File: src/rtl/ptf_pkg.sv
// ----------------------------------------------------------------------------
// ptf_pkg: process trace filter shared types and constants
// Command and status codes, controller states and the records passed
// between the controller and the row of exception cells.
// ----------------------------------------------------------------------------
package ptf_pkg;

    typedef enum logic [1:0] {
        CMD_EVENT   = 2'd0,
        CMD_ENABLE  = 2'd1,
        CMD_DISABLE = 2'd2
    } t_cmd;

    typedef enum logic [1:0] {
        ST_DONE = 2'd0,
        ST_FULL = 2'd1,
        ST_SKIP = 2'd2
    } t_status;

    typedef enum logic [1:0] {
        S_IDLE   = 2'd0,
        S_SCAN   = 2'd1,
        S_FINISH = 2'd2
    } t_state;

    // Scan token flags handed from cell to cell
    typedef struct packed {
        logic match_done;   // some earlier cell held the id
        logic found;        // that cell was live
        logic free_done;    // some earlier cell was deleted or empty
    } t_scan;

    // Table update broadcast to every cell
    typedef struct packed {
        logic clear;        // empty the whole table
        logic add;          // write the id into the first free cell
        logic remove;       // mark the matching cell deleted
    } t_upd;

    localparam logic [5:0]  TERM_ZOMBIE    = 6'h20;
    localparam logic [5:0]  TERM_DEAD      = 6'h10;
    localparam logic [15:0] RUN_RUNNING    = 16'h0000;
    localparam logic [15:0] RUN_INTERRUPT  = 16'h0001;
    localparam logic [15:0] RUN_UNINTR     = 16'h0002;
    localparam logic [15:0] RUN_STOPPED    = 16'h0004;
    localparam logic [15:0] RUN_STOP_WKILL = 16'h0104;

endpackage

File: src/rtl/ptf_cell.sv
// ----------------------------------------------------------------------------
// ptf_cell: one exception table entry
// Holds an id and its delete mark, checks a passing scan token against
// them and remembers whether it was the first match or the first free slot.
// ----------------------------------------------------------------------------
module ptf_cell #(
    parameter int ID_BITS = 22
) (
    input  logic                i_clk,
    input  logic                i_rst_n,
    input  logic                i_tok_v,
    input  ptf_pkg::t_scan      i_scan,
    input  logic [ID_BITS-1:0]  i_req_id,
    input  ptf_pkg::t_upd       i_upd,
    output logic                o_tok_v,
    output ptf_pkg::t_scan      o_scan
);
    import ptf_pkg::*;

    logic [ID_BITS-1:0] r_id,  n_id;
    logic               r_del, n_del;
    logic               r_hit, n_hit;
    logic               r_vac, n_vac;
    logic               r_tok_v;
    t_scan              r_scan, n_scan;
    logic               cell_match;
    logic               cell_free;

    assign cell_match = (r_id == i_req_id) && (i_req_id != '0);
    assign cell_free  = r_del || (r_id == '0);

    always_comb begin
        n_scan.match_done = i_scan.match_done | cell_match;
        n_scan.found      = i_scan.match_done ? i_scan.found : (cell_match & ~r_del);
        n_scan.free_done  = i_scan.free_done | cell_free;

        n_hit = r_hit;
        n_vac = r_vac;
        if (i_tok_v) begin
            n_hit = ~i_scan.match_done & cell_match & ~r_del;
            n_vac = ~i_scan.free_done & cell_free;
        end

        n_id  = r_id;
        n_del = r_del;
        if (i_upd.clear) begin
            n_id  = '0;
            n_del = 1'b0;
        end else if (i_upd.add && r_vac) begin
            n_id  = i_req_id;
            n_del = 1'b0;
        end else if (i_upd.remove && r_hit) begin
            n_del = 1'b1;
        end
    end

    always_ff @(posedge i_clk) begin
        if (!i_rst_n) begin
            r_id    <= '0;
            r_del   <= 1'b0;
            r_hit   <= 1'b0;
            r_vac   <= 1'b0;
            r_tok_v <= 1'b0;
        end else begin
            r_id    <= n_id;
            r_del   <= n_del;
            r_hit   <= n_hit;
            r_vac   <= n_vac;
            r_tok_v <= i_tok_v;
        end
    end

    always_ff @(posedge i_clk) begin
        r_scan <= n_scan;
    end

    assign o_tok_v = r_tok_v;
    assign o_scan  = r_scan;

endmodule

File: src/rtl/process_trace_filter_top.sv
// ----------------------------------------------------------------------------
// process_trace_filter_top: process state-change trace filter
// A row of ENTRIES exception cells scanned by a token, plus a controller
// that applies enable/disable commands and records events in a ring.
// ----------------------------------------------------------------------------
//  channel   direction  handshake          payload
//  request   in         i_valid / o_ready  i_cmd i_bulk i_proc_id i_is_leader
//                                          i_run_state i_term_state
//  result    out        o_valid / i_ready  o_status o_recorded o_slot
//                                          o_rec_proc_id o_rec_state
//                                          o_live_count o_mode_all o_fill_level
//
//  One request is in flight at a time; the token walks one cell per cycle,
//  and the next request is accepted once it has left the last cell.
//  A finished result waits in the output register; a new request may be
//  accepted meanwhile, and its update holds until that register is free.
//  Synchronous active-low reset empties the table and clears all counters.
module process_trace_filter_top #(
    parameter int ENTRIES = 16,
    parameter int ID_BITS = 22,
    localparam int SLOT_W = (ENTRIES > 1) ? $clog2(ENTRIES) : 1,
    localparam int CNT_W  = $clog2(ENTRIES + 1)
) (
    input  logic               i_clk,
    input  logic               i_rst_n,
    input  logic               i_valid,
    output logic               o_ready,
    input  logic [1:0]         i_cmd,
    input  logic               i_bulk,
    input  logic [ID_BITS-1:0] i_proc_id,
    input  logic               i_is_leader,
    input  logic [15:0]        i_run_state,
    input  logic [5:0]         i_term_state,
    output logic               o_valid,
    input  logic               i_ready,
    output logic [1:0]         o_status,
    output logic               o_recorded,
    output logic [SLOT_W-1:0]  o_slot,
    output logic [ID_BITS-1:0] o_rec_proc_id,
    output logic [15:0]        o_rec_state,
    output logic [CNT_W-1:0]   o_live_count,
    output logic               o_mode_all,
    output logic [CNT_W-1:0]   o_fill_level
);
    import ptf_pkg::*;

    localparam logic [CNT_W-1:0]  CNT_MAX  = CNT_W'(ENTRIES);
    localparam logic [SLOT_W-1:0] SLOT_MAX = SLOT_W'(ENTRIES - 1);

    t_state r_state, n_state;

    // held request
    logic [1:0]         r_cmd;
    logic               r_bulk;
    logic [ID_BITS-1:0] r_req_id;
    logic               r_leader;
    logic [15:0]        r_rs;
    logic [5:0]         r_es;
    logic               r_inject;
    logic               r_found;
    logic               r_free;

    // architectural state
    logic [CNT_W-1:0]   r_live, n_live;
    logic               r_trace_all, n_trace_all;
    logic               r_started, n_started;
    logic [SLOT_W-1:0]  r_wslot, n_wslot;
    logic [CNT_W-1:0]   r_fill, n_fill;

    // output register
    logic               r_out_valid;
    logic [1:0]         r_status, n_status;
    logic               r_rec, n_rec;
    logic [SLOT_W-1:0]  r_slot, n_slot;
    logic [ID_BITS-1:0] r_rid, n_rid;
    logic [15:0]        r_rstate, n_rstate;

    logic   accept;
    logic   finish_go;
    logic   tok_v  [ENTRIES+1];
    t_scan  scan   [ENTRIES+1];
    t_upd   upd_calc;
    t_upd   upd;
    logic   en;
    logic   traced;

    // ---------------- cell row ----------------
    assign tok_v[0] = r_inject;
    assign scan[0]  = '0;

    for (genvar g = 0; g < ENTRIES; g++) begin : g_cell
        ptf_cell #(.ID_BITS(ID_BITS)) u_cell (
            .i_clk    (i_clk),
            .i_rst_n  (i_rst_n),
            .i_tok_v  (tok_v[g]),
            .i_scan   (scan[g]),
            .i_req_id (r_req_id),
            .i_upd    (upd),
            .o_tok_v  (tok_v[g+1]),
            .o_scan   (scan[g+1])
        );
    end

    // ---------------- state machine ----------------
    always_comb begin
        n_state = r_state;
        case (r_state)
            S_IDLE:   if (i_valid) n_state = S_SCAN;
            S_SCAN:   if (tok_v[ENTRIES]) n_state = S_FINISH;
            S_FINISH: if (!r_out_valid || i_ready) n_state = S_IDLE;
            default:  n_state = S_IDLE;
        endcase
    end

    always_comb begin
        o_ready   = 1'b0;
        finish_go = 1'b0;
        case (r_state)
            S_IDLE:   o_ready   = 1'b1;
            S_SCAN:   finish_go = 1'b0;
            S_FINISH: finish_go = !r_out_valid || i_ready;
            default:  o_ready   = 1'b0;
        endcase
    end

    assign accept = i_valid && o_ready;

    // ---------------- command / event decision ----------------
    assign en = (r_cmd == CMD_ENABLE);

    always_comb begin
        if ((r_es == TERM_ZOMBIE) || (r_es == TERM_DEAD)) begin
            traced = 1'b1;
        end else begin
            traced = (r_rs == RUN_RUNNING) || (r_rs == RUN_INTERRUPT) ||
                     (r_rs == RUN_UNINTR) || (r_rs == RUN_STOPPED) ||
                     (r_rs == RUN_STOP_WKILL);
        end
    end

    always_comb begin
        upd_calc    = '0;
        n_live      = r_live;
        n_trace_all = r_trace_all;
        n_started   = r_started;
        n_wslot     = r_wslot;
        n_fill      = r_fill;
        n_status    = ST_DONE;
        n_rec       = 1'b0;
        n_slot      = '0;
        n_rid       = '0;
        n_rstate    = '0;
        case (r_cmd)
            CMD_ENABLE, CMD_DISABLE: begin
                n_started = 1'b1;
                if (r_bulk) begin
                    upd_calc.clear = 1'b1;
                    n_live         = '0;
                    n_trace_all    = en;
                end else if (r_req_id != '0) begin
                    if (r_trace_all != en) begin
                        if (!r_found) begin
                            if (!r_free) begin
                                n_status = ST_FULL;
                            end else begin
                                upd_calc.add = 1'b1;
                                if (r_live < CNT_MAX) n_live = r_live + 1'b1;
                            end
                        end
                    end else if (r_found) begin
                        upd_calc.remove = 1'b1;
                        if (r_live != '0) n_live = r_live - 1'b1;
                    end
                end
            end
            CMD_EVENT: begin
                n_status = ST_SKIP;
                if (r_started && r_leader && (r_trace_all != r_found) && traced) begin
                    n_status = ST_DONE;
                    n_rec    = 1'b1;
                    n_slot   = r_wslot;
                    n_rid    = r_req_id;
                    n_rstate = ((r_es == TERM_ZOMBIE) || (r_es == TERM_DEAD)) ?
                               {10'd0, r_es} : r_rs;
                    n_wslot  = (r_wslot == SLOT_MAX) ? '0 : r_wslot + 1'b1;
                    if (r_fill < CNT_MAX) n_fill = r_fill + 1'b1;
                end
            end
            default: n_status = ST_DONE;   // unused command: no effect
        endcase
    end

    assign upd = finish_go ? upd_calc : '0;

    // ---------------- registers ----------------
    always_ff @(posedge i_clk) begin
        if (!i_rst_n) begin
            r_state     <= S_IDLE;
            r_inject    <= 1'b0;
            r_live      <= '0;
            r_trace_all <= 1'b0;
            r_started   <= 1'b0;
            r_wslot     <= '0;
            r_fill      <= '0;
            r_out_valid <= 1'b0;
        end else begin
            r_state  <= n_state;
            r_inject <= accept;
            if (finish_go) begin
                r_live      <= n_live;
                r_trace_all <= n_trace_all;
                r_started   <= n_started;
                r_wslot     <= n_wslot;
                r_fill      <= n_fill;
                r_out_valid <= 1'b1;
            end else if (i_ready) begin
                r_out_valid <= 1'b0;
            end
        end
    end

    always_ff @(posedge i_clk) begin
        if (accept) begin
            r_cmd    <= i_cmd;
            r_bulk   <= i_bulk;
            r_req_id <= i_proc_id;
            r_leader <= i_is_leader;
            r_rs     <= i_run_state;
            r_es     <= i_term_state;
        end
        // capture the token leaving the last cell
        if (r_state == S_SCAN && tok_v[ENTRIES]) begin
            r_found <= scan[ENTRIES].found;
            r_free  <= scan[ENTRIES].free_done;
        end
        if (finish_go) begin
            r_status <= n_status;
            r_rec    <= n_rec;
            r_slot   <= n_slot;
            r_rid    <= n_rid;
            r_rstate <= n_rstate;
        end
    end

    assign o_valid       = r_out_valid;
    assign o_status      = r_status;
    assign o_recorded    = r_rec;
    assign o_slot        = r_slot;
    assign o_rec_proc_id = r_rid;
    assign o_rec_state   = r_rstate;
    assign o_live_count  = r_live;
    assign o_mode_all    = r_trace_all;
    assign o_fill_level  = r_fill;

endmodule

File: config.mk
export PLATFORM = sky130hd
export DESIGN_NAME = process_trace_filter_top
export DESIGN_NICKNAME = d
export VERILOG_FILES = /design/src/rtl/ptf_pkg.sv /design/src/rtl/ptf_cell.sv /design/src/rtl/process_trace_filter_top.sv
export SDC_FILE = /design/constraint.sdc
export NUM_CORES = 1
export LEC_CHECK = 0
export BUFFER_PORTS_ARGS = -buffer_cell sky130_fd_sc_hd__buf_2
export CAP_MARGIN = 20
export CORE_UTILIZATION = 62
export DETAILED_ROUTE_END_ITERATION = 12
export PLACE_DENSITY = 0.78
export SLEW_MARGIN = 5
export SYNTH_ARGS = -nofsm -noshare
export SYNTH_HDL_FRONTEND = slang
export SYNTH_SLANG_ARGS = --single-unit
export TNS_END_PERCENT = 50
File: constraint.sdc
create_clock -name i_clk -period 4.52 [get_ports i_clk]
set_input_delay 0.904 -clock i_clk [delete_from_list [all_inputs] [get_ports i_clk]]
set_output_delay 0.904 -clock i_clk [all_outputs]
set_load 0.01 [all_outputs]
==> run metrics <==
outcome=completed; fin nets=2730; Cell variety after synth=58; Finished Core Util=0.694; Max-slew headroom=0.280; storage element area=12500 sq um; maximum fanout along the worst path=23; vias=19600; total CTS buffers=57; Critical Path AT=3.56 ns; Final Setup Violations=0; DRC Markers=0; layout cells sized above 1=0.112; area of the multi-input gates=about 12000 sq um; number of enable flip-flop cells after synthesis=95; cell-internal power=8.19 mW; grt met3 use=0.0539; CP startpoint kind=flip-flop; die footprint=42400 sq um; Switch Pwr=2.40 mW; Flop pwr share=0.498; asr flop ratio synth=0; Port Buffers=109; largest net degree at the start of global routing=70; CTS sink cnt=578; Synth Cell Area=between 20000 and 30000 sq um; Slew Viols, Final=0; CTS Hold Buffers Added=0; Area after DPL=between 20000 and 30000 sq um; static leakage=11.6 nW; overall routed net length=between 60 and 70 mm; peak supply drop=0.288 mV; GR peak layer=met2; DRT iter0 DRCs=1724; Sw Share=0.227; initial antenna violation count=0; fillers=3069; area growth from synthesis to layout=10.1%; Synth top cells by count=dfxtp_1 (483), nand2_1 (289), nor2_1 (249), xnor2_1 (230), mux2i_1 (223); Ant. Diodes=0; worst-skew pair later-pin latency=0.62 ns; Clock Tree Buf Depth=3; skew final=0.0189 ns; post-synth top area share=0.375; fin crit period=just over 3 ns; final setup TNS=0 ns; max_cap viols=0; Mapped Cells=2640; non-filler instance count after layout=~3300; Avg Inst Size Synth=9.78 sq um; Final ANT Viol Nets=0; power density over cell area=373 nW/um^2; met2 Use GR=0.503; vias in the first global route=between 15000 and 20000; fin area=approximately 28000 sq um; Clock Pin Slew Worst Setup and Hold Paths=0.06 ns; IO Pins=between 100 and 150; RSZ-0062 raised after global routing=false; Clk Tree Root Cell=clkbuf_16; Tightest Pin Transition=about 1.1 ns; Worst Setup End Kind=flip-flop; wire length per cell=20.4 microns; gp weighted congestion=0.866; via density per instance=6.04; leading area contributor after synthesis=dfxtp_1; Critical Path RT=roughly 5.0 ns; Final WS setup=1.48 ns; starting density of the core=0.631; Yosys reg bits=slightly below 600; number of instances in the placed design=3142; GRT Util Overall=0.309; synth top area cells=dfxtp_1 (37%), edfxtp_1 (11%), mux2i_1 (8.6%); met1 Track Usage GR=0.407; Clock power frac=0.453; crit share post-route=0.673; hpwl dp=39.1 mm; die height=just over 200 microns; Final Hold Viols=0; Max Fclk=0.329 GHz; Resized Gates After CTS=0; DRT Pass-1 Iters=7; worst slack, placed=about 1.5 ns; CTS tree=done; die width=206 microns; sequential area share after synthesis=0.485; first-pass GRT wire length=around 100 mm; H-tree depth=2; GRT overflow=0; Crit Path Class=reg2reg; combinational group share of total power=0.050; Hold Path Class=reg2reg; core area=~40000 sq um; row count=74; synth warn=0; post-CTS setup buffers=0; Post-synth top flop=dfxtp_1; top-count cell post-synth=dfxtp_1
[layer usage]
| layer | part of all wire | routed length [microns] | vias up |
|---|---|---|---|
| met1 | 0.42 | 27900 | 9532 |
| li1 | - | - | 9176 |
| met5 | 0 | 0 | - |
| met4 | 0.036 | 2380 | 0 |
| met2 | 0.47 | 31000 | 731 |
| met3 | 0.075 | 4980 | 177 |
[sequential cells by signal, summed over array words and instances, names as in the netlist, 6 cells and up]
signal and cells:
g_cell.u_cell.o_scan 47, g_cell.u_cell.o_tok_v 16, g_cell.u_cell.r_del 16, g_cell.u_cell.r_hit 16, g_cell.u_cell.r_id 352, g_cell.u_cell.r_vac 16, o_rec_proc_id 22, o_rec_state 16
r_es 6, r_req_id 22, r_rs 16
[final timing paths]
check / start / end / slack [ns] / depth (start not counted)
min reg2reg: g_cell[15].u_cell.o_scan[1]$_DFF_P_ / r_found$_DFFE_PP_ / 0.41 / 0
max: r_cmd[1]$_DFFE_PP_ / g_cell[2].u_cell.r_id[7]$_SDFFE_PP0P_ / 1.48 / 9
min: g_cell[15].u_cell.o_scan[1]$_DFF_P_ / r_found$_DFFE_PP_ / 0.41 / 0
max reg2reg: r_cmd[1]$_DFFE_PP_ / g_cell[2].u_cell.r_id[7]$_SDFFE_PP0P_ / 1.48 / 9
[power groups by stage]
stage / registers, mW / clock network, mW / logic (mW)
4_1_cts: 5.27 / 4.85 / 0.516
6_report: 5.27 / 4.80 / 0.525
3_5_place_dp: 5.39 / 0 / 0.512
3_3_place_gp: 5.39 / 0 / 0.504
5_1_grt: 5.27 / 5.06 / 0.549
2_1_floorplan: 5.37 / 0 / 0.346
[worst max-delay path, cell delays in order, from the launching register on]
cell,delay [ns]
edfxtp_1,0.39
inv_1,0.09
ha_1,0.23
xor2_2,0.30
inv_2,0.15
nor3b_4,0.20
buf_4,0.43
o2111a_1,0.82
nand2_1,0.13
a21oi_1,0.21
[cell type report]
class,count,area share
Sequential cell,578,0.441
Clock inverter,23,0.00797
Clock buffer,85,0.0589
Tap cell,532,0.0234
Inverter,34,0.00449
Multi-Input combinational cell,1839,0.431
Timing Repair Buffer,159,0.0337
[layout by cell type, fill, tap and decap left out, types with 9 or more instances in the layout]
master / synthesis / layout
and4b_1: 13 / 13
buf_4: 10 / 47
nor3_1: 20 / 19
buf_2: 56 / 109
nand2_1: 289 / 288
a21oi_1: 180 / 180
a21o_1: 15 / 15
dfxtp_1: 483 / 483
nor3b_1: 10 / 10
nand3b_1: 16 / 16
inv_1: 32 / 31
nand3_1: 13 / 13
nor4_1: 118 / 118
clkinv_2: 0 / 14
xor2_1: 127 / 127
nor2_1: 249 / 249
and2_1: 44 / 43
a31o_2: 11 / 11
nand2b_1: 20 / 20
o41ai_1: 17 / 17
or2_2: 15 / 15
conb_1: 1 / 10
or4_1: 21 / 21
a22o_1: 15 / 15
nand4_1: 76 / 76
edfxtp_1: 95 / 95
clkbuf_16: 0 / 59
clkbuf_1: 93 / 14
clkbuf_8: 0 / 9
mux2i_1: 223 / 223
xnor2_1: 230 / 230
nor2b_1: 17 / 17
[cells by family (layout without fill, tap and decap cells)]
logic type | after synthesis | count (layout) | share of synthesized area
compound gates | 293 | 293 | 0.0773
xor+xnor | 358 | 358 | 0.122
fa+ha+maj | 9 | 9 | 0.00465
buf+inv | 232 | 301 | 0.0423
flops | 578 | 578 | 0.485
mux | 223 | 223 | 0.0865
other cells | 1 | 10 | 0.000145
simple gates | 946 | 946 | 0.182
[per-stage QoR]
step                      total power, mW  hold WS [ns]
after floorplan                      5.72         0.386
after global placement               5.89         0.387
after detailed placement             5.90         0.402
after CTS                            10.6         0.418
after global routing                 10.9         0.425
final                                10.6         0.413
Power figures use the tool's default switching activity.
